[src/sv/chbd_pkg.sv]
// Package for the chunked body decoder: shared types and constants.
// Used by the front, queue, back and checker modules; depends on nothing.
package chbd_pkg;

    // Result kinds on the output channel
    localparam logic [1:0] KIND_PAYLOAD  = 2'd0;
    localparam logic [1:0] KIND_END      = 2'd1;
    localparam logic [1:0] KIND_EXCESS   = 2'd2;
    localparam logic [1:0] KIND_OVERFLOW = 2'd3;

    // Characters of interest
    localparam logic [7:0] CHAR_CR = 8'h0D;
    localparam logic [7:0] CHAR_LF = 8'h0A;

    // Radix of a size digit, in bits
    localparam int DIGIT_BITS = 4;

    // Queue between front and back
    localparam int QUEUE_DEPTH = 4;
    localparam int QPTR_BITS   = $clog2(QUEUE_DEPTH);

    // Decoder phase
    typedef enum logic [3:0] {
        PH_LEAD    = 4'd0,
        PH_DIGITS  = 4'd1,
        PH_IGNORE  = 4'd2,
        PH_DATA    = 4'd3,
        PH_DATA_CR = 4'd4,
        PH_DATA_LF = 4'd5,
        PH_END_CR  = 4'd6,
        PH_END_LF  = 4'd7,
        PH_DONE    = 4'd8,
        PH_ERROR   = 4'd9
    } phase_t;

    // Classified body byte, passed from front to back
    typedef struct packed {
        logic [7:0]            data;
        logic                  new_body;
        logic                  is_cr;
        logic                  is_lf;
        logic                  is_space;
        logic                  is_hex;
        logic [DIGIT_BITS-1:0] digit;
    } cls_word_t;

endpackage

[src/sv/http_chunked_body_decoder.sv]
// HTTP/1.1 chunked body decoder. Takes one body byte per cycle unless stalled
// and gives at most one result word per byte: a payload byte, an end-of-body
// marker, an excess byte after the end, or a size overflow error. Sustained
// rate is one byte per cycle while the output is not stalled; the back part's
// per-word state update sets it. A taken byte is written into the queue and
// then loaded into the output register. A four-word queue between the
// classifier and the parser lets the input keep flowing, until it fills, while
// the output is stalled. Raise new_body on the first byte of a body to restart
// the parser. SIZE_BITS sets the largest chunk size accepted (16 to 64).
// Depends on chbd_pkg, chbd_front, chbd_queue and chbd_back.
module http_chunked_body_decoder
#(
    parameter int SIZE_BITS = 32
)
(
    input  logic       clk,
    input  logic       rst_n,
    input  logic       in_valid,
    output logic       in_stall,
    input  logic [7:0] in_byte,
    input  logic       new_body,
    output logic       out_valid,
    input  logic       out_stall,
    output logic [7:0] out_byte,
    output logic [1:0] kind
);

    chbd_pkg::cls_word_t wr_word;
    chbd_pkg::cls_word_t rd_word;
    logic                push;
    logic                full;
    logic                pop;
    logic                not_empty;

    // Classify incoming bytes
    chbd_front u_front
    (
        .in_valid (in_valid),
        .in_byte  (in_byte),
        .new_body (new_body),
        .full     (full),
        .in_stall (in_stall),
        .push     (push),
        .word     (wr_word)
    );

    // Decouple front and back
    chbd_queue u_queue
    (
        .clk       (clk),
        .rst_n     (rst_n),
        .push      (push),
        .wr_word   (wr_word),
        .full      (full),
        .pop       (pop),
        .not_empty (not_empty),
        .rd_word   (rd_word)
    );

    // Parse and emit results
    chbd_back #(
        .SIZE_BITS (SIZE_BITS)
    ) u_back
    (
        .clk        (clk),
        .rst_n      (rst_n),
        .word_valid (not_empty),
        .word       (rd_word),
        .pop        (pop),
        .out_stall  (out_stall),
        .out_valid  (out_valid),
        .out_byte   (out_byte),
        .kind       (kind)
    );

endmodule

[src/sv/chbd_front.sv]
// Front part of the chunked body decoder: classifies each incoming byte.
// Depends on chbd_pkg; feeds chbd_queue.
module chbd_front
(
    input  logic               in_valid,
    input  logic [7:0]         in_byte,
    input  logic               new_body,
    input  logic               full,
    output logic               in_stall,
    output logic               push,
    output chbd_pkg::cls_word_t word
);

    logic       dec_digit;
    logic       low_hex;
    logic       up_hex;

    // Recognise hex digits in both cases
    assign dec_digit = (in_byte >= 8'h30) && (in_byte <= 8'h39);
    assign low_hex   = (in_byte >= 8'h61) && (in_byte <= 8'h66);
    assign up_hex    = (in_byte >= 8'h41) && (in_byte <= 8'h46);

    // Build the classified word
    always_comb
    begin
        word.data     = in_byte;
        word.new_body = new_body;
        word.is_cr    = (in_byte == chbd_pkg::CHAR_CR);
        word.is_lf    = (in_byte == chbd_pkg::CHAR_LF);
        word.is_space = (in_byte == 8'h20) || (in_byte == 8'h09) || (in_byte == 8'h0A)
                     || (in_byte == 8'h0B) || (in_byte == 8'h0C) || (in_byte == 8'h0D);
        word.is_hex   = dec_digit || low_hex || up_hex;
        if (dec_digit)
        begin
            word.digit = in_byte[3:0];
        end
        else if (low_hex || up_hex)
        begin
            // a..f and A..F share their low three bits: 1..6 maps to 10..15
            word.digit = chbd_pkg::DIGIT_BITS'(in_byte[2:0] + 3'd1) + 4'd8;
        end
        else
        begin
            word.digit = '0;
        end
    end

    // Take a byte whenever the queue has room
    assign in_stall = full;
    assign push     = in_valid && !full;

endmodule

[src/sv/chbd_queue.sv]
// Short queue of classified words between the front and back parts.
// Depends on chbd_pkg.
module chbd_queue
(
    input  logic                clk,
    input  logic                rst_n,
    input  logic                push,
    input  chbd_pkg::cls_word_t wr_word,
    output logic                full,
    input  logic                pop,
    output logic                not_empty,
    output chbd_pkg::cls_word_t rd_word
);

    chbd_pkg::cls_word_t            entry_reg [chbd_pkg::QUEUE_DEPTH];
    logic [chbd_pkg::QPTR_BITS:0]   wr_ptr_reg;
    logic [chbd_pkg::QPTR_BITS:0]   wr_ptr_next;
    logic [chbd_pkg::QPTR_BITS:0]   rd_ptr_reg;
    logic [chbd_pkg::QPTR_BITS:0]   rd_ptr_next;

    // Derive full and empty from the wrap bit
    assign not_empty = (wr_ptr_reg != rd_ptr_reg);
    assign full      = (wr_ptr_reg[chbd_pkg::QPTR_BITS] != rd_ptr_reg[chbd_pkg::QPTR_BITS])
                    && (wr_ptr_reg[chbd_pkg::QPTR_BITS-1:0]
                        == rd_ptr_reg[chbd_pkg::QPTR_BITS-1:0]);
    assign rd_word   = entry_reg[rd_ptr_reg[chbd_pkg::QPTR_BITS-1:0]];

    // Advance pointers
    assign wr_ptr_next = wr_ptr_reg + (chbd_pkg::QPTR_BITS+1)'(push);
    assign rd_ptr_next = rd_ptr_reg + (chbd_pkg::QPTR_BITS+1)'(pop);

    always_ff @(posedge clk or negedge rst_n)
    begin
        if (!rst_n)
        begin
            wr_ptr_reg <= '0;
            rd_ptr_reg <= '0;
        end
        else
        begin
            wr_ptr_reg <= wr_ptr_next;
            rd_ptr_reg <= rd_ptr_next;
        end
    end

    // Store the pushed word
    always_ff @(posedge clk)
    begin
        if (push)
        begin
            entry_reg[wr_ptr_reg[chbd_pkg::QPTR_BITS-1:0]] <= wr_word;
        end
    end

endmodule

[src/sv/chbd_back.sv]
// Back part of the chunked body decoder: size line parser, data counter
// and output register. Depends on chbd_pkg; takes words from chbd_queue.
module chbd_back
#(
    parameter int SIZE_BITS = 32
)
(
    input  logic                clk,
    input  logic                rst_n,
    input  logic                word_valid,
    input  chbd_pkg::cls_word_t word,
    output logic                pop,
    input  logic                out_stall,
    output logic                out_valid,
    output logic [7:0]          out_byte,
    output logic [1:0]          kind
);

    chbd_pkg::phase_t       phase_reg;
    chbd_pkg::phase_t       phase_next;
    logic [SIZE_BITS-1:0]   acc_reg;
    logic [SIZE_BITS-1:0]   acc_next;
    logic [SIZE_BITS-1:0]   left_reg;
    logic [SIZE_BITS-1:0]   left_next;
    logic                   cr_reg;
    logic                   cr_next;
    logic                   out_valid_reg;
    logic                   out_valid_next;
    logic [7:0]             out_byte_reg;
    logic [7:0]             out_byte_next;
    logic [1:0]             kind_reg;
    logic [1:0]             kind_next;

    chbd_pkg::phase_t       cur_phase;
    logic [SIZE_BITS-1:0]   cur_acc;
    logic [SIZE_BITS-1:0]   cur_left;
    logic                   cur_cr;
    logic                   in_line;
    logic                   line_mode;
    chbd_pkg::phase_t       line_phase;
    logic                   line_cr;
    logic                   cr_lf;
    chbd_pkg::phase_t       p2;
    logic                   step_digit;
    logic                   top_nz;
    logic                   acc_zero;
    logic                   end_hit;
    logic                   ovf_hit;
    logic [SIZE_BITS-1:0]   left_dec;
    logic                   emit;
    logic [1:0]             emit_kind;
    logic [7:0]             emit_byte;

    // Take a word when the output register is free or being drained
    assign pop = word_valid && (!out_valid_reg || !out_stall);

    // Apply the new body restart before anything else
    assign cur_phase = word.new_body ? chbd_pkg::PH_LEAD : phase_reg;
    assign cur_acc   = word.new_body ? '0 : acc_reg;
    assign cur_left  = word.new_body ? '0 : left_reg;
    assign cur_cr    = word.new_body ? 1'b0 : cr_reg;

    // A byte missing the CR LF after data is parsed as the start of a size line
    assign in_line   = (cur_phase == chbd_pkg::PH_LEAD) || (cur_phase == chbd_pkg::PH_DIGITS)
                    || (cur_phase == chbd_pkg::PH_IGNORE);
    assign line_mode = in_line
                    || ((cur_phase == chbd_pkg::PH_DATA_CR) && !word.is_cr)
                    || ((cur_phase == chbd_pkg::PH_DATA_LF) && !word.is_lf);
    assign line_phase = in_line ? cur_phase : chbd_pkg::PH_LEAD;
    assign line_cr    = in_line && cur_cr;

    // Size line decisions
    assign cr_lf    = line_cr && word.is_lf;
    assign p2       = (line_cr && (line_phase == chbd_pkg::PH_DIGITS)) ? chbd_pkg::PH_IGNORE
                                                                        : line_phase;
    assign acc_zero = (cur_acc == '0);
    assign top_nz   = (cur_acc[SIZE_BITS-1 -: chbd_pkg::DIGIT_BITS] != '0);
    assign step_digit = line_mode && !cr_lf && !word.is_cr && (p2 != chbd_pkg::PH_IGNORE)
                     && !((p2 == chbd_pkg::PH_LEAD) && word.is_space) && word.is_hex;
    assign end_hit  = line_mode && cr_lf && acc_zero;
    assign ovf_hit  = step_digit && top_nz;

    // Count down the chunk payload
    assign left_dec = cur_left - SIZE_BITS'(cur_left != '0);

    // Next state
    always_comb
    begin
        phase_next = cur_phase;
        acc_next   = cur_acc;
        left_next  = cur_left;
        cr_next    = 1'b0;
        if (line_mode)
        begin
            if (cr_lf)
            begin
                if (acc_zero)
                begin
                    phase_next = chbd_pkg::PH_END_CR;
                end
                else
                begin
                    left_next  = cur_acc;
                    acc_next   = '0;
                    phase_next = chbd_pkg::PH_DATA;
                end
            end
            else if (word.is_cr)
            begin
                phase_next = p2;
                cr_next    = 1'b1;
            end
            else if (p2 == chbd_pkg::PH_IGNORE)
            begin
                phase_next = p2;
            end
            else if ((p2 == chbd_pkg::PH_LEAD) && word.is_space)
            begin
                phase_next = p2;
            end
            else if (!word.is_hex)
            begin
                phase_next = chbd_pkg::PH_IGNORE;
            end
            else if (top_nz)
            begin
                phase_next = chbd_pkg::PH_ERROR;
            end
            else
            begin
                acc_next   = {cur_acc[SIZE_BITS-chbd_pkg::DIGIT_BITS-1:0], word.digit};
                phase_next = chbd_pkg::PH_DIGITS;
            end
        end
        else
        begin
            case (cur_phase)
                chbd_pkg::PH_DATA:
                begin
                    left_next = left_dec;
                    if (left_dec == '0)
                    begin
                        phase_next = chbd_pkg::PH_DATA_CR;
                    end
                end
                chbd_pkg::PH_DATA_CR:
                begin
                    phase_next = chbd_pkg::PH_DATA_LF;
                end
                chbd_pkg::PH_DATA_LF:
                begin
                    phase_next = chbd_pkg::PH_LEAD;
                end
                chbd_pkg::PH_END_CR:
                begin
                    phase_next = word.is_cr ? chbd_pkg::PH_END_LF : chbd_pkg::PH_DONE;
                end
                chbd_pkg::PH_END_LF:
                begin
                    phase_next = chbd_pkg::PH_DONE;
                end
                chbd_pkg::PH_DONE:
                begin
                    phase_next = chbd_pkg::PH_DONE;
                end
                default:
                begin
                    phase_next = chbd_pkg::PH_ERROR;
                end
            endcase
        end
    end

    // Result for this word
    always_comb
    begin
        emit      = 1'b0;
        emit_kind = chbd_pkg::KIND_PAYLOAD;
        emit_byte = '0;
        if (end_hit)
        begin
            emit      = 1'b1;
            emit_kind = chbd_pkg::KIND_END;
        end
        else if (ovf_hit)
        begin
            emit      = 1'b1;
            emit_kind = chbd_pkg::KIND_OVERFLOW;
        end
        else if (!line_mode)
        begin
            case (cur_phase)
                chbd_pkg::PH_DATA:
                begin
                    emit      = 1'b1;
                    emit_kind = chbd_pkg::KIND_PAYLOAD;
                    emit_byte = word.data;
                end
                chbd_pkg::PH_END_CR:
                begin
                    emit      = !word.is_cr;
                    emit_kind = chbd_pkg::KIND_EXCESS;
                    emit_byte = word.data;
                end
                chbd_pkg::PH_END_LF:
                begin
                    emit      = !word.is_lf;
                    emit_kind = chbd_pkg::KIND_EXCESS;
                    emit_byte = word.data;
                end
                chbd_pkg::PH_DONE:
                begin
                    emit      = 1'b1;
                    emit_kind = chbd_pkg::KIND_EXCESS;
                    emit_byte = word.data;
                end
                default:
                begin
                    emit = 1'b0;
                end
            endcase
        end
    end

    // Load or drain the output register
    always_comb
    begin
        out_valid_next = out_valid_reg;
        out_byte_next  = out_byte_reg;
        kind_next      = kind_reg;
        if (!out_valid_reg || !out_stall)
        begin
            out_valid_next = pop && emit;
            if (pop && emit)
            begin
                out_byte_next = emit_byte;
                kind_next     = emit_kind;
            end
        end
    end

    always_ff @(posedge clk or negedge rst_n)
    begin
        if (!rst_n)
        begin
            phase_reg     <= chbd_pkg::PH_LEAD;
            acc_reg       <= '0;
            left_reg      <= '0;
            cr_reg        <= 1'b0;
            out_valid_reg <= 1'b0;
        end
        else
        begin
            out_valid_reg <= out_valid_next;
            if (pop)
            begin
                phase_reg <= phase_next;
                acc_reg   <= acc_next;
                left_reg  <= left_next;
                cr_reg    <= cr_next;
            end
        end
    end

    // Hold the result payload
    always_ff @(posedge clk)
    begin
        out_byte_reg <= out_byte_next;
        kind_reg     <= kind_next;
    end

    assign out_valid = out_valid_reg;
    assign out_byte  = out_byte_reg;
    assign kind      = kind_reg;

endmodule

[config.mk]
export PLATFORM = sky130hd
export DESIGN_NAME = http_chunked_body_decoder
export DESIGN_NICKNAME = d
export VERILOG_FILES = /design/src/sv/chbd_pkg.sv /design/src/sv/http_chunked_body_decoder.sv /design/src/sv/chbd_front.sv /design/src/sv/chbd_queue.sv /design/src/sv/chbd_back.sv
export SDC_FILE = /design/constraint.sdc
export NUM_CORES = 1
export LEC_CHECK = 0
export BUFFER_PORTS_ARGS = -buffer_cell sky130_fd_sc_hd__buf_2
export CELL_PAD_IN_SITES_DETAIL_PLACEMENT = 2
export CELL_PAD_IN_SITES_GLOBAL_PLACEMENT = 2
export CORE_ASPECT_RATIO = 0.6
export CORE_MARGIN = 2
export CORE_UTILIZATION = 42
export DETAILED_ROUTE_END_ITERATION = 7
export PLACE_DENSITY_LB_ADDON = 0.1
export SYNTH_ARGS = -nofsm -noshare
export SYNTH_HDL_FRONTEND = slang
export SYNTH_SLANG_ARGS = --single-unit
[constraint.sdc]
create_clock -name clk -period 4.6 [get_ports clk]
set_input_delay 0.69 -clock clk [delete_from_list [all_inputs] [get_ports clk]]
set_output_delay 0.69 -clock clk [all_outputs]
set_load 0.02 [all_outputs]
==> flow_summary.ini, run 1 <==
[power]
leakagePower_nw = 3.606
power_frac_seq_pct = 26.2
comb_power_share_pct = 56.3
switching_share_pct = 49.29
vdd_drop_max_v = 0.0004132
p_per_area_mw_per_mm2 = 832.3
power_frac_clock_pct = 17.5
p_sw_mw = 3.783
p_int_mw = 3.892

[clock_network]
htreeDepth = 4
cts_tree = yes
cts_setup_buffers = 0
cts_buffer_depth = 2
clock_sinks = 154
cts_inserted_buffers = 17
clk-insertion-delay-late_ns = 0.44
cts-root-buf = clkbuf_16
clk_pin_slew_ns = 0.07

[logic_synthesis]
synth-compound-area-share_pct = 19.39
yosysTopAreaCellShare_pct = 28.70
yosysWarnings = 0
syn_inst = 747
synth_xor_area_share_pct = 2.039
ys_seq_area_share_pct = 52.00
async_reset_ff_share_pct = 49.35
yosysTopAreaCell = edfxtp_1
synth.avg_cell_area_um2 = 10.93
synth-simple-area-share_pct = 14.98
synth_seq_cells = 154
yosysUniqueCellTypes = 80
synth_top_family_by_area = compound AO/OA/AOI/OAI gates
synth_area_leaders = edfxtp_1 (29%), dfrtp_1 (23%), mux4_2 (4.7%), o21ai_0 (3.3%), a22o_1 (3.2%)
syn_nets = 771
synth_fa_ha_area_share_pct = 1.686
synthFlopType = edfxtp_1
synth_edf_count = 78
synthMuxAreaShare_pct = 6.454
netlist_area_mm2 = 0.008162

[critical_path]
start_kind = flip-flop
worstPathArrival_ns = 4.69
reg2reg_depth = 14
reg2reg_to = u_back.phase_reg[1]$_DFFE_PN0P_
cp.required_ns = 4.92
reg2reg_slack_ns = 0.23
r2r_start = u_back.left_reg[6]$_DFFE_PN0P_
cp-end-kind = flip-flop
critPathMaxFanout = 9
critPathKind = flip-flop to flip-flop

[flow_run]
maxCapViolations = 0

[floorplan]
ios = 25
die_h_um = 112.0
initial_core_util_pct = 42.89
num_rows = 39
fp.coreArea_mm2 = 0.01903
die_area_mm2 = 0.02060
die_x_um = 184.0

[layout]
syn_to_final_growth_pct = 12.98
largest_register_ffs = 68
antennaDiodeCount = 0
drive_above_1_share_pct = 15.90
final_cells = 1032
finalNetCount = 797

[sta]
tns_ns = 0
fin_hold_ws_ns = 0.1918
fmax_mhz = 229.1
hold_viol_final = 0
rsz0062_at_grt = false
worst_pin_slew_ns = 1.203
post-route-period-util_pct = 94.89
setup_viol = 0
fin_crit_ns = 4.365
clock_skew_ns = 0.008881
drv_slew = 0
slew_headroom_pct = 19.08

[placement]
io_buffers = 24
dp_hpwl_um = 23040
placedCellCount = 1000
gp_congestion = 0.9418

[global_route]
grt_usage_pct = 33.14
grt_pass1_vias = 7224
grt_max_degree = 46
antenna_found_initial = 2
grt_first_pass_wirelength_um = 48960
grt-ovfl-total = 0

[detailed_routing]
wire_per_inst_um = 31.57
drtIter0Drc = 817
dr.pass1.iters = 5
vias = 7015
antenna_left = 0
post-route-drc-count = 0
via_per_inst = 6.797
totalWireLength_um = 32580

[hold_path]
hp-class = input pin to asynchronous set/reset pin

[run_status]
outcome = finished clean
-- layout by cell type, fill, tap and decap left out, types with 23 or more instances in the layout --
master     n
dfrtp_1   76
a21oi_1   33
o21ai_0   54
a22o_1    30
edfxtp_1  78
nor4_1    25
buf_4     36
buf_2     23
nand2_1   59
nor2_1    45
-- cells in the mapped netlist, drive strengths merged, types with 5 or more instances --
| cell type | instances |
|---|---|
| nor4 | 30 |
| nand2 | 60 |
| edfxtp | 78 |
| a21o | 5 |
| nand4 | 6 |
| o211ai | 12 |
| xnor2 | 9 |
| o21ai | 57 |
| nor2b | 10 |
| nor2 | 46 |
| xor2 | 10 |
| o22ai | 9 |
| a31oi | 9 |
| dfrtp | 76 |
| nand3 | 19 |
| o41ai | 5 |
| a21oi | 34 |
| nand2b | 8 |
| inv | 18 |
| a22oi | 20 |
| or3 | 7 |
| nor3 | 16 |
| mux2i | 11 |
| and2 | 6 |
| clkbuf | 37 |
| mux4 | 17 |
| or4 | 5 |
| a22o | 30 |
| buf | 15 |
| o21a | 7 |
| o31ai | 7 |
| ha | 11 |
-- cell families after synthesis --
| group | Yosys count |
|---|---|
| muxes | 31 |
| AOI/OAI and AO/OA | 231 |
| and+or+nand+nor | 230 |
| xor gates and xnor gates | 19 |
| adders and majority gates | 11 |
| DFF | 154 |
| buffers and inverters | 71 |
-- stage by stage --
stage	setup slack [ns]	power (mW)	utilization, %	instance area, µm²
after floorplan	0.5263	4.559	-	8162
after global placement	0.5023	5.962	45.53	8665
after detailed placement	0.3352	6.144	45.53	8665
after CTS	0.2953	7.562	48.42	9214
after global routing	0.003300	8.040	48.46	9221
final	0.2350	7.675	48.46	9221
-- critical path, cell delays in order (launching register included) --
cell and delay, ns:
dfrtp_1 0.47, nor2_1 0.36, and4_1 0.37, nand2_1 0.13, nor3_1 0.34, a21oi_1 0.17
ha_1 0.24, ha_1 0.32, xor2_1 0.19, nor4_1 0.40, a31o_2 0.23, nand3_1 0.06
nor4_1 0.44, nand4_2 0.18, a221o_1 0.32
-- how the worst max path moves through the flow --
stage                                     from  slack [ns]  cells after the start                               to
2_1_floorplan  u_queue.rd_ptr_reg[1]$_DFF_PN0_        0.53                     17  u_back.phase_reg[1]$_DFFE_PN0P_
3_3_place_gp   u_back.left_reg[10]$_DFFE_PN0P_        0.50                     14  u_back.phase_reg[1]$_DFFE_PN0P_
3_5_place_dp   u_back.left_reg[19]$_DFFE_PN0P_        0.34                     14  u_back.phase_reg[1]$_DFFE_PN0P_
4_1_cts        u_back.left_reg[19]$_DFFE_PN0P_        0.30                     14  u_back.phase_reg[1]$_DFFE_PN0P_
5_1_grt        u_back.left_reg[19]$_DFFE_PN0P_       0.003                     14  u_back.phase_reg[0]$_DFFE_PN0P_
6_report        u_back.left_reg[6]$_DFFE_PN0P_        0.23                     14  u_back.phase_reg[1]$_DFFE_PN0P_
-- cell type report --
cell class              instances  area [µm²]
multi-input cells             522        3664
clock buffers                  21       481.7
clock inverters                11       67.56
repair buffers                 59       385.4
flip-flops and latches        154        4244
fillers                      1924        9809
inverters                      19       71.32
well taps                     246       307.8
-- per-layer routing --
layer	share of wire, %	up-vias	global-route usage [%]
li1	-	2950	-
met1	47	3728	50.29
met2	43	304	46.77
met3	8.9	31	10.01
met4	1.1	2	6.613
met5	0.040	-	0
-- repair_timing --
action,CTS,global route
gates resized for setup,0,2
hold buffers,0,0
endpoints found under the setup margin,0,3
-- power groups by stage --
stage	clock network [mW]	registers, mW	logic (mW)
final	1.34	2.01	4.32
after floorplan	0	1.94	2.62
after global placement	0	1.98	3.99
after detailed placement	0	2.02	4.12
after global routing	1.42	2.03	4.59
after CTS	1.36	2.00	4.20
Power figures use the tool's default switching activity.
==> run 2: changes to the inputs <==
--- a/config.mk
+++ b/config.mk
@@ -5,12 +5,13 @@
 export SDC_FILE = /design/constraint.sdc
 export NUM_CORES = 1
 export LEC_CHECK = 0
+export ABC_AREA = 1
 export BUFFER_PORTS_ARGS = -buffer_cell sky130_fd_sc_hd__buf_2
 export CELL_PAD_IN_SITES_DETAIL_PLACEMENT = 2
 export CELL_PAD_IN_SITES_GLOBAL_PLACEMENT = 2
 export CORE_ASPECT_RATIO = 0.6
 export CORE_MARGIN = 2
-export CORE_UTILIZATION = 42
+export CORE_UTILIZATION = 38
 export DETAILED_ROUTE_END_ITERATION = 7
 export PLACE_DENSITY_LB_ADDON = 0.1
 export SYNTH_ARGS = -nofsm -noshare
==> run 2 against run 1 <==
Synthesized area is 16% higher; critical path depth is 10 higher; wire length is 21% higher; sequential share of layout area is 5.7 points lower; flip-flop and latch count stayed put; largest cell class is now multi-input combinational cells; highest routed layer is now met4.
==> flow_summary.ini, run 2 <==
[run_status]
outcome = finished clean

[global_route]
grtUsageMet1_pct = 46.65
grt_pass1_vias = 9931
grt_first_pass_wirelength_um = 61490
antenna_found_initial = 0
grt_usage_pct = 30.98
grt_use_met3_pct = 6.908
top_usage_layer = met1
grt-ovfl-total = 0
met2_usage_pct = 44.67
grt_max_degree = 79

[detailed_routing]
antenna_left = 0
vias = 9349
wire_per_inst_um = 24.96
post-route-drc-count = 0
via_per_inst = 5.940
dr.pass1.iters = 5
totalWireLength_um = 39290
drtIter0Drc = 756

[logic_synthesis]
async_reset_ff_share_pct = 49.35
syn_nets = 1260
yosysTopAreaCell = edfxtp_1
synth_seq_cells = 154
syn_inst = 1236
yosysTopAreaCellShare_pct = 24.66
synth_area_leaders = edfxtp_1 (25%), dfrtp_1 (20%), nand2_1 (12%), o21ai_0 (6.6%), nor2_1 (5.5%)
synthFlopType = edfxtp_1
ys_top_cells_by_count = nand2_1 (303), nor2_1 (138), o21ai_0 (126), inv_1 (96), edfxtp_1 (78)
netlist_area_mm2 = 0.009499
synth.most_common_cell = nand2_1
synth_edf_count = 78
yosysWarnings = 0
yosysUniqueCellTypes = 48
synth.avg_cell_area_um2 = 7.685
ys_seq_area_share_pct = 44.68

[layout]
syn_to_final_growth_pct = 10.79
fill_cells = 2805
stdcell_area_mm2 = 0.01052
multi_input_area_mm2 = 0.004547
largest_register_ffs = 68
drive_above_1_share_pct = 11.18
finalNetCount = 1263
final_cell_mix = nand2_1 (301), nor2_1 (138), o21ai_0 (126)
seq_area_mm2 = 0.004245
final_common_cell = nand2_1
fin_util_pct = 43.15
antennaDiodeCount = 0

[placement]
dpl-instance-area_mm2 = 0.009923
io_buffers = 24
gp_congestion = 0.9228
dp_hpwl_um = 27780

[critical_path]
reg2reg_slack_ns = 0.43
critPathMaxFanout = 18
critPathKind = flip-flop to flip-flop
worstPathArrival_ns = 4.56
start_kind = flip-flop
cp.required_ns = 4.99
cp-end-kind = flip-flop

[floorplan]
initial_core_util_pct = 38.95
die_area_mm2 = 0.02632
die_x_um = 208.1
die_h_um = 126.5
fp.coreArea_mm2 = 0.02439
ios = 25
num_rows = 44

[flow_run]
maxCapViolations = 0

[sta]
worst_pin_slew_ns = 0.7901
tns_ns = 0
drv_slew = 0
post-route-period-util_pct = 90.68
fmax_mhz = 239.7
clock_skew_ns = 0.009290
setup_viol = 0
rsz0062_at_grt = false
fin_crit_ns = 4.171
fin_hold_ws_ns = 0.3126
slew_headroom_pct = 46.77
hold_viol_final = 0

[clock_network]
htreeDepth = 4
holdBufCountCts = 0
clk_pin_slew_ns = 0.07
clk-insertion-delay-late_ns = 0.46
cts-root-buf = clkbuf_16
clock_sinks = 154
cts_buffer_depth = 2
cts_tree = yes
cts_inserted_buffers = 17
cts_setup_buffers = 0

[hold_path]
hp-class = input pin to asynchronous set/reset pin
-- run 2: changes by cell type in the layout (fill, tap and decap cells not counted), sizes merged, moves of 37 or more --
cell | before | now
inv | 20 | 111
nand2 | 60 | 312
nor2 | 46 | 149
nand3 | 19 | 60
o21ai | 57 | 166
a21oi | 34 | 71
-- run 2: worst max-delay path: stages (launching register included) --
cell,delay (ns)
dfrtp_2,0.49
nand2_1,0.14
nand3_2,0.11
nand2_4,0.23
buf_4,0.28
o21ai_0,0.17
nand2_1,0.14
nor2_1,0.08
nand4_1,0.10
ha_1,0.25
ha_1,0.28
nand2_1,0.18
nor2_4,0.27
nand2_2,0.14
o21ai_1,0.17
nand2_1,0.10
nor2_1,0.13
nand2_1,0.06
nor2_1,0.12
nand3_1,0.14
nand2_1,0.10
nand2_1,0.07
nand2_1,0.12
nand2_1,0.08
a21oi_2,0.12
-- run 2: final cells by class --
cell class | instances | area share, %
Timing Repair Buffer | 52 | 3.281
Sequential cell | 154 | 40.34
Tap cell | 322 | 3.828
Multi-Input combinational cell | 909 | 43.21
Clock buffer | 17 | 4.042
Clock inverter | 15 | 1.510
Inverter | 105 | 3.793
-- run 2: final timing paths --
check                                                 from                                end  cells past startpoint
setup / recovery           u_queue.rd_ptr_reg[0]$_DFF_PN0_    u_back.phase_reg[2]$_DFFE_PN0P_                     24
hold / removal                                       rst_n     u_back.acc_reg[29]$_DFFE_PN0P_                      1
setup reg to reg           u_queue.rd_ptr_reg[0]$_DFF_PN0_    u_back.phase_reg[2]$_DFFE_PN0P_                     24
hold reg to reg             u_back.acc_reg[19]$_DFFE_PN0P_     u_back.acc_reg[19]$_DFFE_PN0P_                      2
max in group asynchronous                            rst_n    u_back.left_reg[13]$_DFFE_PN0P_                      2
min in group clk                                  new_body  u_queue.entry_reg[3][8]$_DFFE_PP_                      1
-- run 2: kinds of logic after synthesis --
logic type	synth area share (%)
fa+ha+maj	1.449
xor+xnor	0.9221
simple gates	25.47
flops	44.68
buf+inv	7.877
compound gates	19.49
mux	0.1054
-- run 2: timing repair --
item | 4_1_cts | 5_1_grt
endpoints found under the setup margin | 0 | 3
endpoints found under the hold margin | 0 | 0
gates resized for setup | 0 | 4
-- run 2: metal layers --
| layer | part of all wire [%] | up-vias |
|---|---|---|
| met5 | 0 | - |
| met4 | 1.6 | 0 |
| met3 | 7.1 | 44 |
| met2 | 41 | 302 |
| met1 | 50 | 4764 |
| li1 | - | 4239 |
-- run 2: stage by stage --
| step | setup WS, ns | std cells |
|---|---|---|
| after global placement | 0.6122 | 1542 |
| after floorplan | 1.257 | 1236 |
| after CTS | 0.2232 | 1574 |
| final | 0.4288 | 1574 |
| after global routing | 0.03605 | 1574 |
| after detailed placement | 0.3409 | 1542 |
Power of run 2 is left out: the tool's default activity adds up to more than one toggle a clock period on the data nets, which glitch-free logic cannot reach.
==> run 3: changes to the inputs <==
--- a/config.mk
+++ b/config.mk
@@ -14,6 +14,7 @@
 export CORE_UTILIZATION = 38
 export DETAILED_ROUTE_END_ITERATION = 7
 export PLACE_DENSITY_LB_ADDON = 0.1
+export REMOVE_ABC_BUFFERS = 1
 export SYNTH_ARGS = -nofsm -noshare
 export SYNTH_HDL_FRONTEND = slang
 export SYNTH_SLANG_ARGS = --single-unit
==> run 3 against run 2 <==
Critical path depth is 9 lower; core utilization is 0.26 points lower; setup slack worse by 0.31 ns; worst hold slack worse by 0.0083 ns.
==> flow_summary.ini, run 3 (same netlist as run 2, synthesis figures left out) <==
[critical_path]
critPathMaxFanout = 11
timing.critical_path.mode_cell = nand2_1
crit_chain = nand2_1, nand3_2, nand2_2, buf_4, o21ai_0, nand2_1, o21ai_2, nor2_1, nand2_1, nand2_1, nor3_1, nand3_1, nand4_1, nand2_1, inv_1
reg2reg_to = u_back.out_byte[0]$_SDFFCE_PP0P_
crit_cells = 15
cp-end-kind = flip-flop
reg2reg_slack_ns = 0.12
cp.required_ns = 4.68
cp_top_family = simple AND/OR/NAND/NOR gates
worstPathArrival_ns = 4.56
r2r_start = u_queue.rd_ptr_reg[0]$_DFF_PN0_
critPathKind = flip-flop to flip-flop
reg2reg_depth = 15
path_buf_inv = 2
cp_slowest_stage_delay_ns = 0.54
start_kind = flip-flop
crit_slowest_cell = dfrtp_1

[floorplan]
fp.coreArea_mm2 = 0.02439
die_area_mm2 = 0.02632
die_h_um = 126.5
initial_core_util_pct = 38.95
num_rows = 44
die_x_um = 208.1
ios = 25

[layout]
fill_cells = 2827
antennaDiodeCount = 0
finalNetCount = 1262
final_common_cell = nand2_1
final_cell_mix = nand2_1 (301), nor2_1 (137), o21ai_0 (126)
largest_register_ffs = 68
drive_above_1_share_pct = 11.03
fin_util_pct = 42.89
syn_to_final_growth_pct = 10.13

[sta]
fin_hold_ws_ns = 0.3042
drv_slew = 0
worst_pin_slew_ns = 0.8842
setup_viol = 0
hold_viol_final = 0
clock_skew_ns = 0.007026
setup_ws_ns = 0.1180
fmax_mhz = 223.1
slew_headroom_pct = 41.05
fin_crit_ns = 4.482
tns_ns = 0
post-route-period-util_pct = 97.44
rsz0062_at_grt = false

[detailed_routing]
totalWireLength_um = 38800
vias = 9223
via_per_inst = 5.863
post-route-drc-count = 0
drtIter0Drc = 805
dr.pass1.iters = 5
wire_per_inst_um = 24.67
antenna_left = 0

[clock_network]
clk-insertion-delay-late_ns = 0.45
clock_sinks = 154
clk_pin_slew_ns = 0.07
holdBufCountCts = 0
htreeDepth = 4
cts_inserted_buffers = 17
cts-root-buf = clkbuf_16
cts_tree = yes
cts_buffer_depth = 2

[hold_path]
hp-class = input pin to asynchronous set/reset pin

[global_route]
grt_first_pass_wirelength_um = 60070
grt_max_degree = 78
antenna_found_initial = 1
grt-ovfl-total = 0
grt_pass1_vias = 9773
grt_usage_pct = 30.37

[flow_run]
maxCapViolations = 0

[placement]
gp_congestion = 0.8968
dp_hpwl_um = 27880
place_ws_ns = 0.2898
io_buffers = 24

[run_status]
outcome = finished clean
==> run 3: through the flow <==
stage,cells,instance area [µm²]
global route,1573,10460
floorplan,1168,9150
CTS,1573,10460
finish,1573,10460
detailed placement,1541,9916
global placement,1541,9916
==> run 3: cell type report <==
cell class | instances | area [µm²] | area share, %
Clock buffer | 17 | 425.4 | 4.066
Tap cell | 322 | 402.9 | 3.851
Sequential cell | 154 | 4244 | 40.57
Clock inverter | 15 | 117.6 | 1.124
Timing Repair Buffer | 51 | 337.8 | 3.229
Multi-Input combinational cell | 909 | 4534 | 43.34
Inverter | 105 | 399.1 | 3.815
==> run 3: metal layers <==
layer	track usage (%)	routed length, µm	vias to the layer above
met3	5.397	2573	25
li1	-	-	4226
met4	6.771	378	0
met5	0	0	-
met2	44.81	16580	280
met1	46.17	19270	4692
==> run 3: worst register-to-register path: stages (launching register included) <==
cell	delay (ns)
dfrtp_1	0.54
nand2_1	0.11
nand3_2	0.09
nand2_2	0.25
buf_4	0.30
o21ai_0	0.23
nand2_1	0.22
o21ai_2	0.31
nor2_1	0.13
nand2_1	0.08
nand2_1	0.08
nor3_1	0.45
nand3_1	0.39
nand4_1	0.20
nand2_1	0.20
inv_1	0.54
==> run 3: how the worst max path moves through the flow <==
stage	from	end	slack (ns)
4_1_cts	u_queue.rd_ptr_reg[0]$_DFF_PN0_	u_back.out_byte[0]$_SDFFCE_PP0P_	0.24
6_report	u_queue.rd_ptr_reg[0]$_DFF_PN0_	u_back.out_byte[0]$_SDFFCE_PP0P_	0.12
3_5_place_dp	u_queue.rd_ptr_reg[0]$_DFF_PN0_	u_back.out_byte[1]$_SDFFCE_PP0P_	0.29
5_1_grt	u_queue.rd_ptr_reg[0]$_DFF_PN0_	u_back.kind[1]$_SDFFCE_PP0P_	0.04
2_1_floorplan	u_queue.rd_ptr_reg[0]$_DFF_PN0_	u_back.left_reg[12]$_DFFE_PN0P_	-0.91
3_3_place_gp	u_queue.rd_ptr_reg[0]$_DFF_PN0_	u_back.phase_reg[1]$_DFFE_PN0P_	0.63
==> run 3: repair_timing <==
item	in CTS	in global routing
buffers inserted	0	0
gates resized for setup	0	1
endpoints found under the setup margin	0	1
Power of run 3 is left out for the same reason.
